## config.mk

```make
export PLATFORM = sky130hd
export DESIGN_NAME = pd_stepped_valve_controller
export DESIGN_NICKNAME = d
export VERILOG_FILES = /design/src/pdsv_pkg.sv /design/src/pdsv_actuator.sv /design/src/pd_stepped_valve_controller.sv
export SDC_FILE = /design/constraint.sdc
export NUM_CORES = 2
export LEC_CHECK = 0
export BUFFER_PORTS_ARGS = -buffer_cell sky130_fd_sc_hd__buf_4
export CORE_MARGIN = 2
export CORE_UTILIZATION = 30
export DETAILED_ROUTE_END_ITERATION = 8
export GPL_TIMING_DRIVEN = 0
export PLACE_DENSITY = 0.44
export SLEW_MARGIN = 10
export SYNTH_ARGS = -nofsm -noshare
export SYNTH_HDL_FRONTEND = slang
export SYNTH_HIERARCHICAL = 1
export SYNTH_SLANG_ARGS = --single-unit
```

## constraint.sdc

```tcl
create_clock -name clk_i -period 37.1 [get_ports clk_i]
set_clock_uncertainty 0.05 [all_clocks]
set_input_delay 3.71 -clock clk_i [delete_from_list [all_inputs] [get_ports clk_i]]
set_output_delay 3.71 -clock clk_i [all_outputs]
set_load 0.02 [all_outputs]
```

## src/pdsv_pkg.sv

```systemverilog
// shared types and constants of the stepped-valve pd controller
package pdsv_pkg;

  // fixed design constants
  localparam logic        COOLING        = 1'b0;
  localparam logic [9:0]  POWER_FLOOR    = 10'd0;
  localparam logic [9:0]  POWER_CAP      = 10'd999;
  localparam logic [9:0]  VALVE_DEADBAND = 10'd10;

  // proportional term: saturation threshold on |err*gain| and reciprocal of 10
  localparam logic [29:0] PSAT_LIMIT = 30'd327680;
  localparam int unsigned RecipShift = 22;
  localparam logic [18:0] RECIP10    = 19'd419431;

  // derivative clamp, +-32000.0 in q31.16
  localparam logic signed [47:0] DLIM_POS = 48'sd2097152000;
  localparam logic signed [47:0] DLIM_NEG = -48'sd2097152000;

  // configuration register indexes
  typedef enum logic [2:0] {
    CFG_SETPOINT  = 3'd0,
    CFG_PROP_GAIN = 3'd1,
    CFG_DIFF_GAIN = 3'd2,
    CFG_STEP_SLOW = 3'd3,
    CFG_STEP_FAST = 3'd4,
    CFG_ZERO_BAND = 3'd5,
    CFG_FAST_BAND = 3'd6,
    CFG_POWER_TOP = 3'd7
  } cfg_idx_e;

  // loop modes
  typedef enum logic [1:0] {
    MODE_OFF       = 2'd0,
    MODE_AUTO      = 2'd1,
    MODE_BREAKDOWN = 2'd2,
    MODE_WARNING   = 2'd3
  } loop_mode_e;

  // registers used by the power stage
  typedef struct packed {
    logic [9:0]  step_slow;
    logic [9:0]  step_fast;
    logic [15:0] zero_band;
    logic [15:0] fast_band;
    logic [9:0]  power_top;
  } act_cfg_t;

  // item entering the power stage
  typedef struct packed {
    logic        func;
    logic        manual;
    logic        run;
    logic [9:0]  valve;
    logic [9:0]  load;
    logic [16:0] demand;
  } act_item_t;

endpackage

```

## src/pdsv_actuator.sv

```systemverilog
// power stage: step accumulator, power output and valve drive flags
module pdsv_actuator import pdsv_pkg::*; (
  input  logic       clk_i,
  input  logic       rst_ni,
  input  logic       en_i,
  input  act_item_t  item_i,
  input  act_cfg_t   cfg_i,
  output logic [9:0] power_o,
  output logic       open_o,
  output logic       close_o
);

  logic signed [11:0] acc_q, acc_d;
  logic [9:0]         power_q, power_d;
  logic               open_q, open_d;
  logic               close_q, close_d;

  // step, carry whole units into power, clamp, compare with valve
  always_comb begin
    logic signed [16:0] dem;
    logic [16:0]        mag;
    logic               step_on;
    logic               pos;
    logic [9:0]         step;
    logic signed [11:0] acc_sum;
    logic signed [2:0]  delta;
    logic signed [11:0] acc_rem;
    logic signed [11:0] pw_t;
    logic [9:0]         pw_new;
    logic [9:0]         pw_eff;
    logic signed [10:0] dv;
    logic signed [10:0] db;

    dem     = $signed(item_i.demand);
    mag     = dem[16] ? 17'(-dem) : 17'(dem);
    step_on = mag >= {1'b0, cfg_i.zero_band};
    step    = (mag < {1'b0, cfg_i.fast_band}) ? cfg_i.step_slow : cfg_i.step_fast;
    pos     = !dem[16] && (dem != 17'sd0);

    if (!step_on) begin
      acc_sum = acc_q;
    end else if (pos) begin
      acc_sum = acc_q + $signed({2'b00, step});
    end else begin
      acc_sum = acc_q - $signed({2'b00, step});
    end

    // truncating divide by 1000, accumulator stays below 1000 in magnitude
    if (acc_sum >= 12'sd2000) begin
      delta   = 3'sd2;
      acc_rem = acc_sum - 12'sd2000;
    end else if (acc_sum >= 12'sd1000) begin
      delta   = 3'sd1;
      acc_rem = acc_sum - 12'sd1000;
    end else if (acc_sum <= -12'sd2000) begin
      delta   = -3'sd2;
      acc_rem = acc_sum + 12'sd2000;
    end else if (acc_sum <= -12'sd1000) begin
      delta   = -3'sd1;
      acc_rem = acc_sum + 12'sd1000;
    end else begin
      delta   = 3'sd0;
      acc_rem = acc_sum;
    end

    // power clamp: fixed cap, floor, then configured max
    pw_t = $signed({2'b00, power_q}) + $signed({{9{delta[2]}}, delta});
    if (pw_t > $signed({2'b00, POWER_CAP})) pw_t = $signed({2'b00, POWER_CAP});
    if (pw_t < $signed({2'b00, POWER_FLOOR})) pw_t = $signed({2'b00, POWER_FLOOR});
    if (pw_t > $signed({2'b00, cfg_i.power_top})) pw_t = $signed({2'b00, cfg_i.power_top});
    pw_new = pw_t[9:0];

    // valve compare with deadband
    pw_eff = item_i.run ? pw_new : power_q;
    dv     = $signed({1'b0, pw_eff}) - $signed({1'b0, item_i.valve});
    db     = $signed({1'b0, VALVE_DEADBAND});

    acc_d   = acc_q;
    power_d = power_q;
    open_d  = open_q;
    close_d = close_q;
    if (item_i.func) begin
      power_d = item_i.load;
    end else if (!item_i.manual) begin
      if (item_i.run) begin
        acc_d   = acc_rem;
        power_d = pw_new;
      end
      open_d  = (dv > 11'sd0) && (dv >= db);
      close_d = (dv < 11'sd0) && ((-dv) >= db);
    end
  end

  // state moves only when an item leaves for the result register
  always_ff @(posedge clk_i or negedge rst_ni) begin
    if (!rst_ni) begin
      acc_q   <= '0;
      power_q <= '0;
      open_q  <= 1'b0;
      close_q <= 1'b0;
    end else if (en_i) begin
      acc_q   <= acc_d;
      power_q <= power_d;
      open_q  <= open_d;
      close_q <= close_d;
    end
  end

  assign power_o = power_q;
  assign open_o  = open_q;
  assign close_o = close_q;

endmodule

```

## src/pd_stepped_valve_controller.sv

```systemverilog
// top level of the stepped-valve pd controller
//
//  port group      dir  tdata / tuser contents (low bit first)
//  s_axis_*        in   tdata: measured[15:0] valve_position[25:16] loop_mode[27:26]
//                       manual[28] load_value[38:29]; tuser: func
//  m_axis_*        out  tdata: power_level[9:0] valve_open[10] valve_close[11]
//                       demand[28:12]
//  cfg_*           in   write enable, register index, 16-bit write data
//
//  one item per clock sustained while the result side accepts; a taken item
//  passes the input register, product register, filter register, demand
//  register and result register; the derivative filter and the power
//  accumulator each close their loop inside one stage
//  reset clears all controller state and loads the register defaults
//  a stalled result holds the pipe only as far back as the first empty stage
module pd_stepped_valve_controller import pdsv_pkg::*; (
  input  logic        clk_i,
  input  logic        rst_ni,
  // input items
  input  logic        s_axis_tvalid,
  output logic        s_axis_tready,
  input  logic [39:0] s_axis_tdata,   // measured, valve_position, loop_mode, manual, load_value
  input  logic        s_axis_tuser,   // func
  // result items
  output logic        m_axis_tvalid,
  input  logic        m_axis_tready,
  output logic [31:0] m_axis_tdata,   // power_level, valve_open, valve_close, demand
  // configuration writes
  input  logic        cfg_we_i,
  input  logic [2:0]  cfg_idx_i,
  input  logic [15:0] cfg_wdata_i
);

  // configuration registers
  logic signed [15:0] setpoint_q;
  logic [13:0]        prop_gain_q;
  logic [13:0]        diff_gain_q;
  act_cfg_t           act_cfg_q;

  always_ff @(posedge clk_i or negedge rst_ni) begin
    if (!rst_ni) begin
      setpoint_q          <= 16'sd220;
      prop_gain_q         <= 14'd100;
      diff_gain_q         <= 14'd500;
      act_cfg_q.step_slow <= 10'd0;
      act_cfg_q.step_fast <= 10'd0;
      act_cfg_q.zero_band <= 16'd0;
      act_cfg_q.fast_band <= 16'd0;
      act_cfg_q.power_top <= 10'd999;
    end else if (cfg_we_i) begin
      case (cfg_idx_e'(cfg_idx_i))
        CFG_SETPOINT:  setpoint_q          <= $signed(cfg_wdata_i);
        CFG_PROP_GAIN: prop_gain_q         <= cfg_wdata_i[13:0];
        CFG_DIFF_GAIN: diff_gain_q         <= cfg_wdata_i[13:0];
        CFG_STEP_SLOW: act_cfg_q.step_slow <= cfg_wdata_i[9:0];
        CFG_STEP_FAST: act_cfg_q.step_fast <= cfg_wdata_i[9:0];
        CFG_ZERO_BAND: act_cfg_q.zero_band <= cfg_wdata_i;
        CFG_FAST_BAND: act_cfg_q.fast_band <= cfg_wdata_i;
        CFG_POWER_TOP: act_cfg_q.power_top <= cfg_wdata_i[9:0];
        default: ;
      endcase
    end
  end

  // pipeline flow control
  logic v0_q, v1_q, v2_q, v3_q, vo_q;
  logic free_o, free3, free2, free1, free0;
  logic mv0, mv1, mv2, mv3, take_in;

  assign free_o  = !vo_q || m_axis_tready;
  assign free3   = !v3_q || free_o;
  assign free2   = !v2_q || free3;
  assign free1   = !v1_q || free2;
  assign free0   = !v0_q || free1;
  assign mv3     = v3_q && free_o;
  assign mv2     = v2_q && free3;
  assign mv1     = v1_q && free2;
  assign mv0     = v0_q && free1;
  assign take_in = s_axis_tvalid && free0;

  assign s_axis_tready = free0;

  always_ff @(posedge clk_i or negedge rst_ni) begin
    if (!rst_ni) begin
      v0_q <= 1'b0;
      v1_q <= 1'b0;
      v2_q <= 1'b0;
      v3_q <= 1'b0;
      vo_q <= 1'b0;
    end else begin
      v0_q <= take_in || (v0_q && !mv0);
      v1_q <= mv0 || (v1_q && !mv1);
      v2_q <= mv1 || (v2_q && !mv2);
      v3_q <= mv2 || (v3_q && !mv3);
      vo_q <= mv3 || (vo_q && !m_axis_tready);
    end
  end

  // input register
  logic               func0_q, manual0_q;
  logic signed [15:0] meas0_q;
  logic [9:0]         valve0_q, load0_q;
  logic [1:0]         mode0_q;

  always_ff @(posedge clk_i) begin
    if (take_in) begin
      meas0_q   <= $signed(s_axis_tdata[15:0]);
      valve0_q  <= s_axis_tdata[25:16];
      mode0_q   <= s_axis_tdata[27:26];
      manual0_q <= s_axis_tdata[28];
      load0_q   <= s_axis_tdata[38:29];
      func0_q   <= s_axis_tuser;
    end
  end

  // error, proportional product and derivative product
  logic signed [15:0] err_raw, err;
  logic signed [15:0] last_err_q;
  logic signed [16:0] diff;
  logic signed [30:0] prod_p, prod_x;
  logic               run0;

  assign err_raw = setpoint_q - meas0_q;
  assign err     = COOLING ? -err_raw : err_raw;
  assign run0    = !func0_q && !manual0_q &&
                   ((loop_mode_e'(mode0_q) == MODE_AUTO) ||
                    (loop_mode_e'(mode0_q) == MODE_WARNING));
  assign diff    = {err[15], err} - {last_err_q[15], last_err_q};
  assign prod_p  = $signed({{15{err[15]}}, err}) * $signed({17'd0, prop_gain_q});
  assign prod_x  = $signed({{14{diff[16]}}, diff}) * $signed({17'd0, diff_gain_q});

  always_ff @(posedge clk_i or negedge rst_ni) begin
    if (!rst_ni) begin
      last_err_q <= '0;
    end else if (mv0 && run0) begin
      last_err_q <= err;
    end
  end

  logic signed [30:0] prod_p1_q, prod_x1_q;
  logic               run1_q, func1_q, manual1_q;
  logic [9:0]         valve1_q, load1_q;

  always_ff @(posedge clk_i) begin
    if (mv0) begin
      prod_p1_q <= prod_p;
      prod_x1_q <= prod_x;
      run1_q    <= run0;
      func1_q   <= func0_q;
      manual1_q <= manual0_q;
      valve1_q  <= valve0_q;
      load1_q   <= load0_q;
    end
  end

  // proportional divide by ten with saturation
  logic               p_neg, p_big;
  logic [29:0]        p_mag;
  logic [37:0]        p_recip;
  logic [15:0]        p_quo;
  logic signed [15:0] p_term;

  assign p_neg   = prod_p1_q[30];
  assign p_mag   = p_neg ? 30'(-prod_p1_q) : prod_p1_q[29:0];
  assign p_big   = p_mag >= PSAT_LIMIT;
  assign p_recip = {19'd0, p_mag[18:0]} * {19'd0, RECIP10};
  assign p_quo   = p_recip[RecipShift+15:RecipShift];
  assign p_term  = p_big ? (p_neg ? -16'sd32768 : 16'sd32767)
                         : (p_neg ? -$signed(p_quo) : $signed(p_quo));

  // derivative low-pass: f + floor((x*65536 - f)/64)
  logic signed [47:0] filt_q, filt_new;
  logic signed [48:0] filt_gap;

  assign filt_gap = $signed({{2{prod_x1_q[30]}}, prod_x1_q, 16'd0}) -
                    $signed({filt_q[47], filt_q});
  assign filt_new = filt_q + $signed({{5{filt_gap[48]}}, filt_gap[48:6]});

  always_ff @(posedge clk_i or negedge rst_ni) begin
    if (!rst_ni) begin
      filt_q <= '0;
    end else if (mv1 && run1_q) begin
      filt_q <= filt_new;
    end
  end

  logic signed [15:0] p_term2_q;
  logic signed [47:0] filt2_q;
  logic               run2_q, func2_q, manual2_q;
  logic [9:0]         valve2_q, load2_q;

  always_ff @(posedge clk_i) begin
    if (mv1) begin
      p_term2_q <= p_term;
      filt2_q   <= filt_new;
      run2_q    <= run1_q;
      func2_q   <= func1_q;
      manual2_q <= manual1_q;
      valve2_q  <= valve1_q;
      load2_q   <= load1_q;
    end
  end

  // derivative term: clamp, times ten, truncate q16, saturate, add p
  logic signed [47:0] d_clamp;
  logic signed [32:0] d_c33;
  logic signed [35:0] d_c10, d_rnd;
  logic signed [19:0] d_raw;
  logic signed [15:0] d_term;
  logic signed [16:0] demand;

  always_comb begin
    if (filt2_q > DLIM_POS) begin
      d_clamp = DLIM_POS;
    end else if (filt2_q < DLIM_NEG) begin
      d_clamp = DLIM_NEG;
    end else begin
      d_clamp = filt2_q;
    end
  end

  assign d_c33  = d_clamp[32:0];
  assign d_c10  = $signed({d_c33, 3'b000}) + $signed({d_c33[32], d_c33, 1'b0});
  assign d_rnd  = d_c10 + (d_c10[35] ? 36'sd65535 : 36'sd0);
  assign d_raw  = d_rnd[35:16];
  assign d_term = (d_raw > 20'sd32767)  ? 16'sd32767 :
                  (d_raw < -20'sd32768) ? -16'sd32768 : d_raw[15:0];
  assign demand = run2_q ? ({p_term2_q[15], p_term2_q} + {d_term[15], d_term}) : 17'sd0;

  act_item_t item3_q;

  always_ff @(posedge clk_i) begin
    if (mv2) begin
      item3_q.func   <= func2_q;
      item3_q.manual <= manual2_q;
      item3_q.run    <= run2_q;
      item3_q.valve  <= valve2_q;
      item3_q.load   <= load2_q;
      item3_q.demand <= demand;
    end
  end

  // power stage, its state doubles as the result register
  logic [9:0]  power_level;
  logic        valve_open, valve_close;
  logic [16:0] demand_o_q;

  pdsv_actuator u_actuator (
    .clk_i   (clk_i),
    .rst_ni  (rst_ni),
    .en_i    (mv3),
    .item_i  (item3_q),
    .cfg_i   (act_cfg_q),
    .power_o (power_level),
    .open_o  (valve_open),
    .close_o (valve_close)
  );

  always_ff @(posedge clk_i) begin
    if (mv3) begin
      demand_o_q <= item3_q.demand;
    end
  end

  assign m_axis_tvalid = vo_q;
  assign m_axis_tdata  = {3'b000, demand_o_q, valve_close, valve_open, power_level};

  // checks
  a_stall_source: assert property (@(posedge clk_i) disable iff (!rst_ni)
    !s_axis_tready |-> (vo_q && !m_axis_tready))
    else $error("input blocked while the result side can move");

  a_power_hold: assert property (@(posedge clk_i) disable iff (!rst_ni)
    !mv3 |=> $stable(m_axis_tdata[11:0]))
    else $error("power stage state changed without an item leaving");

  a_filter_hold: assert property (@(posedge clk_i) disable iff (!rst_ni)
    !(mv1 && run1_q) |=> $stable(filt_q))
    else $error("derivative filter changed without a running item");

  a_drive_excl: assert property (@(posedge clk_i) disable iff (!rst_ni)
    m_axis_tvalid |-> !(valve_open && valve_close))
    else $error("valve driven open and closed together");

endmodule
```

==> results.toml <==
[status]
status = "finished, final reports clean"

[floorplan]
die_h_um = 431
die_area_um2 = 185000
row_count = 156
io_pins = 99
core_area_um2 = 181000
die_width_um = 431
initial_utilization = 0.302

[setup_path]
cpLargestDelayFamily = "compound AO/OA/AOI/OAI gates"
critical_path_peak_fanout = 16
start_kind = "flop"
arrival_ns = 16.71
cp.required_ns = 37.66
path_buf_inv = 7
crit_path_top_delay_cell = "mux2i_1"
critPathKind = "reg -> reg"
crit_path_frequent_cell = "a21oi_1"
critical_path.max_stage_delay_ns = 0.65
end_kind = "flop"

[clock_network]
cts_root_buf = "clkbuf_16"
clock_latency_ns = 0.71
cts.sinks = 467
path_clk_slew_ns = 0.06
ctsHoldBuffers = 0
cts_made_buffers = 59
post-cts-setup-buffer-count = 0
cts_tree = "yes"
cts_resized = 0
cts_max_level = 2
cts_buffer_depth = 3

[sta]
max_slew.worst_pin.slew_ns = 1.26
hold_violations = 0
min_period_over_period = 0.435
fmax_mhz = 61.9
final-max-slew-violation-count = 0
setup-tns-final_ns = 0
max_slew_margin = 0.153
setup_viol = 0
min_period_ns = 16.15
rsz0062_at_grt = "false"

[cells_and_area]
n_fill_cell = 18700
area.growth.synth_to_final_pct = 11.0
finalNetCount = 6968
fin_util = 0.336
drive_gt1_frac = 0.0850

[synthesis]
ys_seq_area_frac = 0.239
yosys_warnings = 6
synth-async-reset-ratio = 0.426
avgSynthCellArea_um2 = 9.78
ys.flop_type = "edfxtp_1"
syn_inst = 5587
yosysUniqueCellTypes = 112
synth-edff-count = 268
synth_seq_cells = 467
mappedNetlistArea_um2 = 54600

[grt]
grt_overflow_total = 0
antenna_found_initial = 14
grt_usage = 0.168
grt_pass1_wl_mm = 244
grt_max_degree = 85
first_global_vias = 41200

[place]
io_buffer_count = 89
gp_congestion = 0.850
dpl.hpwl_mm = 127

[routing]
vias = 39800
drt_first_pass_iters = 5
drt_wl_total_mm = 154
drc = 0
wl_per_cell_um = 18.9
dr.first_iter.drc_count = 2074
ant_nets = 0
via_per_inst = 4.87

[worst_hold_path]
hold_path_class = "reg -> reg"

[job]
maxCapViolations = 0
==> sequential cells by signal, summed over array words and instances, names as in the netlist, 12 cells and up <==
register and flops:
act_cfg_q 62, prod_p1_q 31, demand_o_q 17, setpoint_q 16, item3_q 40, p_term2_q 16
prod_x1_q 31, prop_gain_q 14, filt2_q 48, last_err_q 16, u_actuator/acc_q 12, filt_q 48
meas0_q 16, diff_gain_q 14
==> metrics by stage <==
stage | setup WS, ns | hold WS, ns | cell area, µm² | cells
after floorplan | 24.08 | 0.350 | 54600 | 5589
after global placement | 20.94 | 0.353 | 58300 | 8048
after detailed placement | 21.02 | 0.355 | 58500 | 8056
after CTS | 20.96 | 0.368 | 60600 | 8168
after global routing | 19.58 | 0.371 | 60600 | 8171
final | 20.95 | 0.368 | 60600 | 8174
==> worst paths after layout <==
| kind | cells past startpoint | from | end | slack [ns] |
|---|---|---|---|---|
| min | 0 | valve2_q[8] | item3_q[35] | 0.37 |
| min reg2reg | 0 | valve2_q[8] | item3_q[35] | 0.37 |
| max in group asynchronous | 2 | rst_ni | last_err_q[11] | 33.21 |
| max | 67 | item3_q[0] | u_actuator/close_o | 20.95 |
| max reg2reg | 67 | item3_q[0] | u_actuator/close_o | 20.95 |
| min in group asynchronous | 1 | rst_ni | setpoint_q[13] | 2.90 |
==> synthesized netlist by cell type, drive strengths merged (35+ instances only) <==
| cell | n | area share |
|---|---|---|
| nand4 | 40 | 0.0047 |
| edfxtp | 268 | 0.15 |
| inv | 874 | 0.060 |
| nand2b | 46 | 0.0053 |
| mux2 | 175 | 0.036 |
| xnor2 | 197 | 0.032 |
| o21ai | 210 | 0.019 |
| nand2 | 409 | 0.028 |
| nor3 | 80 | 0.0075 |
| and2 | 221 | 0.025 |
| dfrtp | 177 | 0.081 |
| nor4 | 35 | 0.0045 |
| nor2b | 118 | 0.014 |
| fa | 586 | 0.21 |
| and3 | 64 | 0.0073 |
| nand3 | 98 | 0.0092 |
| clkbuf | 153 | 0.011 |
| ha | 570 | 0.13 |
| xor2 | 93 | 0.015 |
| a21o | 106 | 0.015 |
| o21a | 45 | 0.0062 |
| a21oi | 268 | 0.025 |
| nor2 | 220 | 0.015 |
| a31oi | 37 | 0.0042 |
==> cells in the final DEF, fill, tap and decap left out, types with 177 or more instances in the layout <==
cell type,count
inv_1,873
fa_1,586
ha_1,570
nand2_1,409
edfxtp_1,268
a21oi_1,267
nor2_1,218
and2_1,215
xnor2_1,192
o21ai_0,188
dfrtp_1,177
==> cell families (layout without fill, tap and decap cells) <==
logic type	count (synthesis)	in the layout	share of synthesized area
other	1	9	0.0000687
AOI/OAI and AO/OA	964	964	0.116
buffers and inverters	1049	1258	0.0730
and+or+nand+nor	1458	1458	0.138
xor gates and xnor gates	290	290	0.0473
muxes	201	201	0.0411
adders and majority gates	1157	1157	0.346
DFF	467	467	0.239
==> routing by layer <==
metal | share of wire | global-route usage | routed length, µm | vias to the layer above
met1 | 0.46 | 0.228 | 71200 | 19900
met3 | 0.032 | 0.0156 | 4980 | 153
met5 | 0 | 0 | 0 | -
li1 | - | - | - | 19200
met4 | 0.023 | 0.0406 | 3510 | 0
met2 | 0.48 | 0.289 | 74700 | 606
==> area by class of cell <==
cell class / count / area (µm²) / area share
well taps: 2370 / 2970 / 0.0489
clock buffers: 65 / 1530 / 0.0252
inverters: 876 / 3290 / 0.0543
diodes: 6 / 15.0 / 0.000248
multi-input cells: 4073 / 37600 / 0.621
clock inverters: 47 / 621 / 0.0102
plain buffers: 173 / 694 / 0.0115
repair buffers: 97 / 841 / 0.0139
flip-flops and latches: 467 / 13100 / 0.215
Power is left out: the tool's default activity adds up to more than one toggle a clock period on the data nets, which glitch-free logic cannot reach.
